--- src/rtl/mos_pkg.sv ---
// ---------------------------------------------------------------------------
// mos_pkg
// Command and status types shared by the controller and the datapath.
// ---------------------------------------------------------------------------
package mos_pkg;

  localparam int SampleW = 64;
  localparam int CountW  = 9;

  // controller -> datapath
  typedef struct packed {
    logic load;      // store one sample or mark it dropped
    logic sel_init;  // start the first rank selection
    logic rd_en;     // read the next store entry
    logic decide;    // settle the current bit, start the next pass
    logic load_out;  // move the median to the output register, empty the set
  } cmd_t;

  // datapath -> controller
  typedef struct packed {
    logic last_rd;      // read issued for the final stored entry
    logic bit_lsb;      // the pass under way settles bit 0
    logic need_second;  // even count, upper middle value still to find
  } sts_t;

endpackage

--- src/rtl/mos_ctrl.sv ---
// ---------------------------------------------------------------------------
// mos_ctrl
// Sequencer: sample load, radix-select passes and result hand-off.
// ---------------------------------------------------------------------------
module mos_ctrl (
  input  logic          clk,
  input  logic          rst_n,
  input  logic          in_tvalid,
  input  logic          in_tlast,
  output logic          in_tready,
  output logic          out_tvalid,
  input  logic          out_tready,
  output mos_pkg::cmd_t cmd,
  input  mos_pkg::sts_t sts
);
  import mos_pkg::*;

  typedef enum logic [2:0] {
    S_LOAD,
    S_INIT,
    S_READ,
    S_DRAIN,
    S_DECIDE,
    S_DONE
  } state_t;

  state_t state_r;
  state_t state_nxt;
  logic   out_tvalid_r;

  always_comb begin
    cmd.load     = (state_r == S_LOAD) && in_tvalid;
    cmd.sel_init = (state_r == S_INIT);
    cmd.rd_en    = (state_r == S_READ);
    cmd.decide   = (state_r == S_DECIDE);
    cmd.load_out = (state_r == S_DONE) && (!out_tvalid_r || out_tready);
  end

  always_comb begin
    state_nxt = state_r;
    case (state_r)
      S_LOAD: begin
        if (in_tvalid && in_tlast) state_nxt = S_INIT;
      end
      S_INIT:  state_nxt = S_READ;
      S_READ: begin
        if (sts.last_rd) state_nxt = S_DRAIN;
      end
      S_DRAIN: state_nxt = S_DECIDE;
      S_DECIDE: begin
        if (!sts.bit_lsb || sts.need_second) state_nxt = S_READ;
        else state_nxt = S_DONE;
      end
      S_DONE: begin
        if (cmd.load_out) state_nxt = S_LOAD;
      end
      default: state_nxt = S_LOAD;
    endcase
  end

  always_ff @(posedge clk) begin
    if (!rst_n) begin
      state_r      <= S_LOAD;
      out_tvalid_r <= 1'b0;
    end else begin
      state_r <= state_nxt;
      if (cmd.load_out) out_tvalid_r <= 1'b1;
      else if (out_tready) out_tvalid_r <= 1'b0;
    end
  end

  assign in_tready  = (state_r == S_LOAD);
  assign out_tvalid = out_tvalid_r;

endmodule

--- config.mk ---
export PLATFORM = sky130hd
export DESIGN_NAME = mos_ctrl
export DESIGN_NICKNAME = d
export VERILOG_FILES = /design/src/rtl/mos_pkg.sv /design/src/rtl/mos_ctrl.sv
export SDC_FILE = /design/constraint.sdc
export NUM_CORES = 1
export LEC_CHECK = 0
export BUFFER_PORTS_ARGS = -buffer_cell sky130_fd_sc_hd__buf_2
export CAP_MARGIN = 20
export CORE_AREA = 2 2 39 41
export CTS_CLUSTER_DIAMETER = 200
export DETAILED_ROUTE_END_ITERATION = 12
export DIE_AREA = 0 0 41 43
export PLACE_DENSITY_LB_ADDON = 0.08
export RECOVER_POWER = 100
export SKIP_CTS_REPAIR_TIMING = 1
export SLEW_MARGIN = 10
export SYNTH_ARGS = -nofsm -noshare
export SYNTH_HDL_FRONTEND = slang
export SYNTH_SLANG_ARGS = --single-unit
--- constraint.sdc ---
create_clock -name clk -period 3.6 [get_ports clk]
set_input_delay 0.72 -clock clk [delete_from_list [all_inputs] [get_ports clk]]
set_output_delay 0.72 -clock clk [all_outputs]
set_load 0.005 [all_outputs]
==> summary.txt, run 1 <==
Run
  – Max-cap viol count: 0

Power
  – Final Total Pwr: 0.000301 W
  – Switching component of the power: 0.000125 W
  – Logic pwr share: 46.3%
  – P_int: about 0.00018 W
  – Leak: 0.165 nW
  – Clock power share: 17.9%
  – Maximum VDD drop: 0.229 mV
  – Sequential Power Share: about 36%
  – PwrDens: 795 mW/mm2
  – Net Sw Frac: between 40 and 50%

Drt
  – Met3 WL: 52 um
  – 1st-pass router iterations: 4
  – DRT met1 WL: 371 um
  – DR WL met2: 440 um
  – First-iteration detailed-routing DRC count: 4
  – DR top layer: met3
  – Final WL: 863 um
  – Antenna Nets Post-Route: 0
  – # DRC: 0
  – Vias per inst: 5.02
  – Routed length per placed instance: about 13 um
  – Via count: 331

Floorplanning
  – I/O pin count: 15
  – Die Area: between 0.0015 and 0.002 mm2
  – Starting Density: 22.4%
  – Die X: a little over 40 um
  – Row count: 14
  – Core area: 0.00138 mm2
  – Die H: 43 um

Worst setup path
  – Reg2reg start: state_r[0]$_SDFFE_PN0P_
  – Worst Path Max Fanout: 3
  – Max stage delay on crit path: 0.31 ns
  – Crit Path Class: in2out
  – Critical path data arrival time: between 1 and 1.5 ns
  – Slowest CP cell: or2b_2
  – Cells along the critical path: buf_2, or2b_2, nor2b_1, clkbuf_1
  – Worst Setup End Kind: output port
  – CP required: around 2.9 ns
  – Startpoint types: input port
  – CP Launch Point: out_tready

STA
  – Clk_skew: 0.00114 ns
  – Max Transition Viols Final: 0
  – Setup TNS: 0 ns
  – Slew headroom: 75.8%
  – RSZ-0062 raised after global routing: no
  – Fin crit period: 2.08 ns
  – Actual slew at the worst max-slew pin: 0.362 ns
  – Fmax: 480 MHz
  – Final setup vio count: 0
  – Fin crit share: 57.8%
  – Final hold vios: 0

Synth
  – Top cells by area, synth: dfxtp_1 26%, buf_6 7.3%, nor3b_1 7.3%
  – Post-Syn Instances: 36
  – Synthesized area: 310 um2
  – Yosys top cell by area: dfxtp_1
  – Sequential area share after synthesis: 25.8%
  – Yosys cell types: 23
  – Share of the synthesized area in the top cell type: around 26%
  – Synth Register Bits: 4
  – Synth warnings: 0
  – Synthesized net count: 44
  – Syn_area_per_cell: 8.62 um2

Cells and area
  – Layout cells sized above 1: 28.0%
  – Fillcell total: 168
  – ANT cells: 0
  – Final Core Density: between 20% and 30%
  – Post-synthesis to final-layout area growth: 22.2%
  – Layout net count: 60

Clock network
  – Clk slew on worst S/H paths: 0.03 ns
  – H-tree Lvls: 1
  – CTS Buf Count: 3
  – CTS root buf: clkbuf_4
  – Clk Latency, worst-skew pair: 0.23 ns
  – TritonCTS clock tree: done
  – Clock Sinks: 4
  – Worst-case clock buffer depth: 2

Global route
  – Largest net degree at the start of global routing: 13
  – GRT Total Usage: 12.4%
  – Grt ovf: 0
  – First-pass GRT wire length: 1360 um
  – Vias in the first global route: 320
  – Initial antenna violation count: 0

Hold path
  – Hold Startpoint: out_tvalid$_SDFFE_PN0P_
  – Worst hold path type: reg2reg

Outcome
  – Outcome: complete, no violations

Placed design
  – I/O Buffers: 14
  – Final Wtd Congestion: about 0.73
  – HPWL after DPL: 691 um
## layout by cell type (no fill, tap or decap)
cell type	n
buf_2	8
clkbuf_1	5
dfxtp_1	4
nor2b_1	3
nor3b_1	3
inv_1	3
a21oi_1	3
clkbuf_4	3
nor3_1	2
nand3b_1	1
or2b_2	1
and2_0	1
nand2b_1	1
a32oi_1	1
nand4b_1	1
a211o_1	1
a21o_2	1
nand2_1	1
a221o_1	1
or3b_1	1
nor2_1	1
o21ba_1	1
o21ai_0	1
o311a_2	1
buf_1	1
## kinds of logic after synthesis
kind of cell / after synthesis / synth area share (%)
AOI/OAI and AO/OA: 10 / 25.0
buffers and inverters: 6 / 15.3
DFF: 4 / 25.8
and+or+nand+nor: 16 / 33.9
## sequential cells by signal (all words and copies together) (netlist names)
register and cells:
state_r 3, out_tvalid 1
## final cells by class
cell class | instances | area (um2) | area share [%]
Inverter | 3 | 11.3 | 2.97
Sequential cell | 4 | 80.1 | 21.1
Multi-Input combinational cell | 26 | 183 | 48.2
Tap cell | 16 | 20.0 | 5.28
Timing Repair Buffer | 14 | 62.6 | 16.5
Clock buffer | 3 | 22.5 | 5.94
## power by group through the flow
stage               clock [W]  combinational, W  sequential (W)
finish              0.0000538          0.000140        0.000108
global route        0.0000632          0.000154        0.000114
CTS                 0.0000569          0.000147        0.000106
detailed placement          0          0.000146        0.000107
global placement            0          0.000140        0.000105
floorplan                   0          0.000152       0.0000726
## critical path, delay by kind of cell
| family | cells | cell delay (ns) |
|---|---|---|
| simple gates | 2 | 0.44 |
| buf+inv | 2 | 0.20 |
## cell usage after synthesis
cell type / number
nand3b_1: 1
a221o_1: 1
and2_1: 1
a21oi_1: 3
a21o_2: 1
inv_1: 3
a32oi_1: 1
nand2b_1: 1
a211o_1: 1
nor2_1: 1
o311a_2: 1
o21ai_0: 1
dfxtp_1: 4
nor3b_1: 3
or2b_2: 1
o21ba_1: 1
nor2b_1: 3
nand2_1: 1
or3b_1: 1
nor3_1: 2
nand4b_1: 1
clkbuf_8: 1
buf_6: 2
## path summary, 6_finish.rpt
| check | end | slack (ns) | cells past startpoint |
|---|---|---|---|
| worst max-delay path | cmd[0] | 1.52 | 4 |
| worst max register to register | state_r[0]$_SDFFE_PN0P_ | 2.29 | 3 |
| worst min register to register | out_tvalid$_SDFFE_PN0P_ | 0.60 | 2 |
| worst min-delay path | out_tvalid$_SDFFE_PN0P_ | 0.60 | 2 |
## through the flow
stage | instance area, um2 | setup slack, ns | hold WS, ns | std cells
5_1_grt | 379 | 1.48 | 0.627 | 66
2_1_floorplan | 310 | 1.73 | 0.570 | 36
4_1_cts | 387 | 1.50 | 0.602 | 66
6_report | 379 | 1.52 | 0.600 | 66
3_5_place_dp | 364 | 1.50 | 0.597 | 63
3_3_place_gp | 364 | 1.52 | 0.567 | 63
## per-layer routing
layer | vias up | GRT usage, %
met1 | 162 | 13.8
met2 | 11 | 16.9
met4 | 0 | 6.00
met3 | 0 | 9.42
li1 | 158 | -
met5 | - | 0
Power figures use the tool's default switching activity.
==> inputs of run 2 (changes only) <==
--- a/config.mk
+++ b/config.mk
@@ -5,6 +5,7 @@
 export SDC_FILE = /design/constraint.sdc
 export NUM_CORES = 1
 export LEC_CHECK = 0
+export ABC_AREA = 1
 export BUFFER_PORTS_ARGS = -buffer_cell sky130_fd_sc_hd__buf_2
 export CAP_MARGIN = 20
 export CORE_AREA = 2 2 39 41
==> constraint.sdc (replaced) <==
create_clock -name clk -period 1.8 [get_ports clk]
set_input_delay 0.36 -clock clk [delete_from_list [all_inputs] [get_ports clk]]
set_output_delay 0.36 -clock clk [all_outputs]
set_load 0.005 [all_outputs]
==> run 2 against run 1 <==
- die area did not move
- power is 17% higher
- area after synthesis down 15%
- critical path type is now reg2out
- largest cell class unchanged
- highest routed layer unchanged
==> summary.txt, run 2 <==
Worst setup path
  – Slowest CP cell: dfxtp_1
  – Worst Path Max Fanout: 8
  – R2R cell count: 5
  – Crit Path Class: reg2out
  – Cells along the critical path: inv_1, nor3_4, buf_2
  – Worst Setup End Kind: output port
  – Max stage delay on crit path: ~0.44 ns
  – CP required: 1.44 ns
  – Startpoint types: flip-flop
  – Critical path data arrival time: 1.21 ns

Drt
  – First-iteration detailed-routing DRC count: 3
  – Final WL: 654 um
  – Routed length per placed instance: 8.84 um
  – Antenna Nets Post-Route: 0
  – Vias per inst: 3.99
  – # DRC: 0
  – Via count: 295
  – 1st-pass router iterations: 4

Cells and area
  – Layout cells sized above 1: 31.0%
  – ANT cells: 0
  – Post-synthesis to final-layout area growth: 39.6%
  – Most frequent cells in the layout: 12 x buf_2, 9 x nor2_1, 7 x inv_1, 7 x nand3_1
  – Max FFs per register: 3
  – Non-filler instance count after layout: 74
  – Final Core Density: 26.8%
  – Layout net count: 68
  – Commonest non-fill, non-tap cell in the layout: buf_2
  – Most flop-heavy register: state_r

Synth
  – Largest family of logic cells by synthesized area: simple AND/OR/NAND/NOR gates
  – Post-synthesis mux area share: 0%
  – Post-synthesis adder-cell area fraction: 0%
  – Share of the synthesized area in the top cell type: 30.2%
  – Yosys top cell by area: dfxtp_1
  – Synthesized net count: between 40 and 50
  – Syn_area_per_cell: 6.47 um2
  – Top post-synthesis cells by count: 8 x nor2_1, 7 x nand3_1, 6 x inv_1
  – Count leader, synth: nor2_1
  – Synth Register Bits: 4
  – Post-synth EDFFs: 0
  – Post-Syn Instances: between 40 and 50
  – Simple-gate portion of the synthesized area: 49.1%
  – Sequential area share after synthesis: between 30% and 40%
  – Synth Area in Compound Gates: 9.43%
  – Post-synthesis xor/xnor area fraction: 0%
  – Synth warnings: 0
  – Synthesized area: about 270 um2
  – Fraction of registers with async set/reset: 0%
  – Yosys cell types: 14
  – Top cells by area, synth: dfxtp_1 30%, nand3_1 13%, nor2_1 11%
  – Main synth FF type: dfxtp_1

Floorplanning
  – Starting Density: 19.2%
  – I/O pin count: 15
  – Core area: 0.00138 mm2
  – Die X: 41 um
  – Die H: 43 um
  – Die Area: 0.00176 mm2
  – Row count: 14

Global route
  – Grt ovf: 0
  – Vias in the first global route: 283
  – GRT Total Usage: 8.83%
  – Largest net degree at the start of global routing: 9
  – First-pass GRT wire length: 1030 um
  – Initial antenna violation count: 0

Power
  – PwrDens: between 900 and 1000 mW/mm2
  – Leak: about 0.20 nW
  – Maximum VDD drop: 0.370 mV
  – Final Total Pwr: 0.000353 W

Clock network
  – TritonCTS clock tree: done
  – Clock Sinks: 4
  – CTS root buf: clkbuf_4
  – H-tree Lvls: 1
  – Clk Latency, worst-skew pair: approximately 0.23 ns
  – Clk slew on worst S/H paths: 0.03 ns
  – Worst-case clock buffer depth: 2
  – CTS Buf Count: 3

STA
  – Final hold vios: 0
  – Final setup vio count: 0
  – Fin crit share: between 80 and 90%
  – Fin crit period: 1.57 ns
  – Actual slew at the worst max-slew pin: 0.268 ns
  – Clk_skew: ~0.0034 ns
  – Setup TNS: 0 ns
  – Slew headroom: 82.1%
  – RSZ-0062 raised after global routing: no
  – Max Transition Viols Final: 0
  – Fmax: about 640 MHz

Outcome
  – Outcome: complete, no violations

Placed design
  – Post-Place Cells: 71
  – I/O Buffers: 14
  – HPWL after DPL: 552 um
  – Final Wtd Congestion: roughly 0.63

Hold path
  – Worst hold path type: in2reg
  – Worst Hold Depth: 3

Run
  – Max-cap viol count: 0
==> run 2: changes by cell type after synthesis, moves of 3 or more <==
cell | previous run | this run
a21oi_1 | 3 | 0
inv_1 | 3 | 6
nand3_1 | 0 | 7
nor2_1 | 1 | 8
nor2b_1 | 3 | 0
nor3b_1 | 3 | 0
==> run 2: layout make-up <==
cell class              count  area, um2
repair buffers             14       67.6
well taps                  16       20.0
multi-input cells          29        150
inverters                   8       30.0
clock buffers               3       22.5
fillers                   170       1010
flip-flops and latches      4       80.1
==> run 2: worst paths after layout <==
kind                           startpoint                       to  slack [ns]
hold reg to reg   out_tvalid$_SDFFE_PN0P_  out_tvalid$_SDFFE_PN0P_        0.63
setup reg to reg  state_r[2]$_SDFFE_PN0P_  state_r[0]$_SDFFE_PN0P_        0.71
hold / removal                      rst_n  state_r[2]$_SDFFE_PN0P_        0.36
setup / recovery  state_r[2]$_SDFFE_PN0P_                   cmd[0]        0.23
==> run 2: cell families after synthesis <==
group,count (synthesis)
AOI/OAI and AO/OA,4
DFF,4
buffers and inverters,8
and+or+nand+nor,25
==> run 2: where the power goes <==
group,switching (W),internal [W],total (W)
sequential,0.0000181,0.000101,0.000119
clock,0.0000349,0.0000745,0.000109
combinational,0.0000699,0.0000545,0.000124
==> run 2: critical path: cells and delay by family (launching register included) <==
family,cells,cell delay [ns]
flip-flops,1,0.44
buffers and inverters,2,0.32
AND/OR/NAND/NOR,1,0.22
==> run 2: metal layers <==
layer / part of all wire (%) / vias up / global-route usage, %
li1: - / 165 / -
met1: 50 / 119 / 9.94
met2: 41 / 11 / 13.1
met3: 8.6 / 0 / 6.28
met4: 0 / 0 / 2.00
met5: 0 / - / 0
==> run 2: per-stage QoR <==
| step | cell area (um2) | hold WS (ns) | setup slack, ns |
|---|---|---|---|
| floorplan | 265 | 0.458 | 0.742 |
| global placement | 355 | 0.612 | 0.564 |
| detailed placement | 355 | 0.608 | 0.518 |
| CTS | 378 | 0.366 | 0.269 |
| global route | 370 | 0.396 | 0.131 |
| finish | 370 | 0.365 | 0.234 |
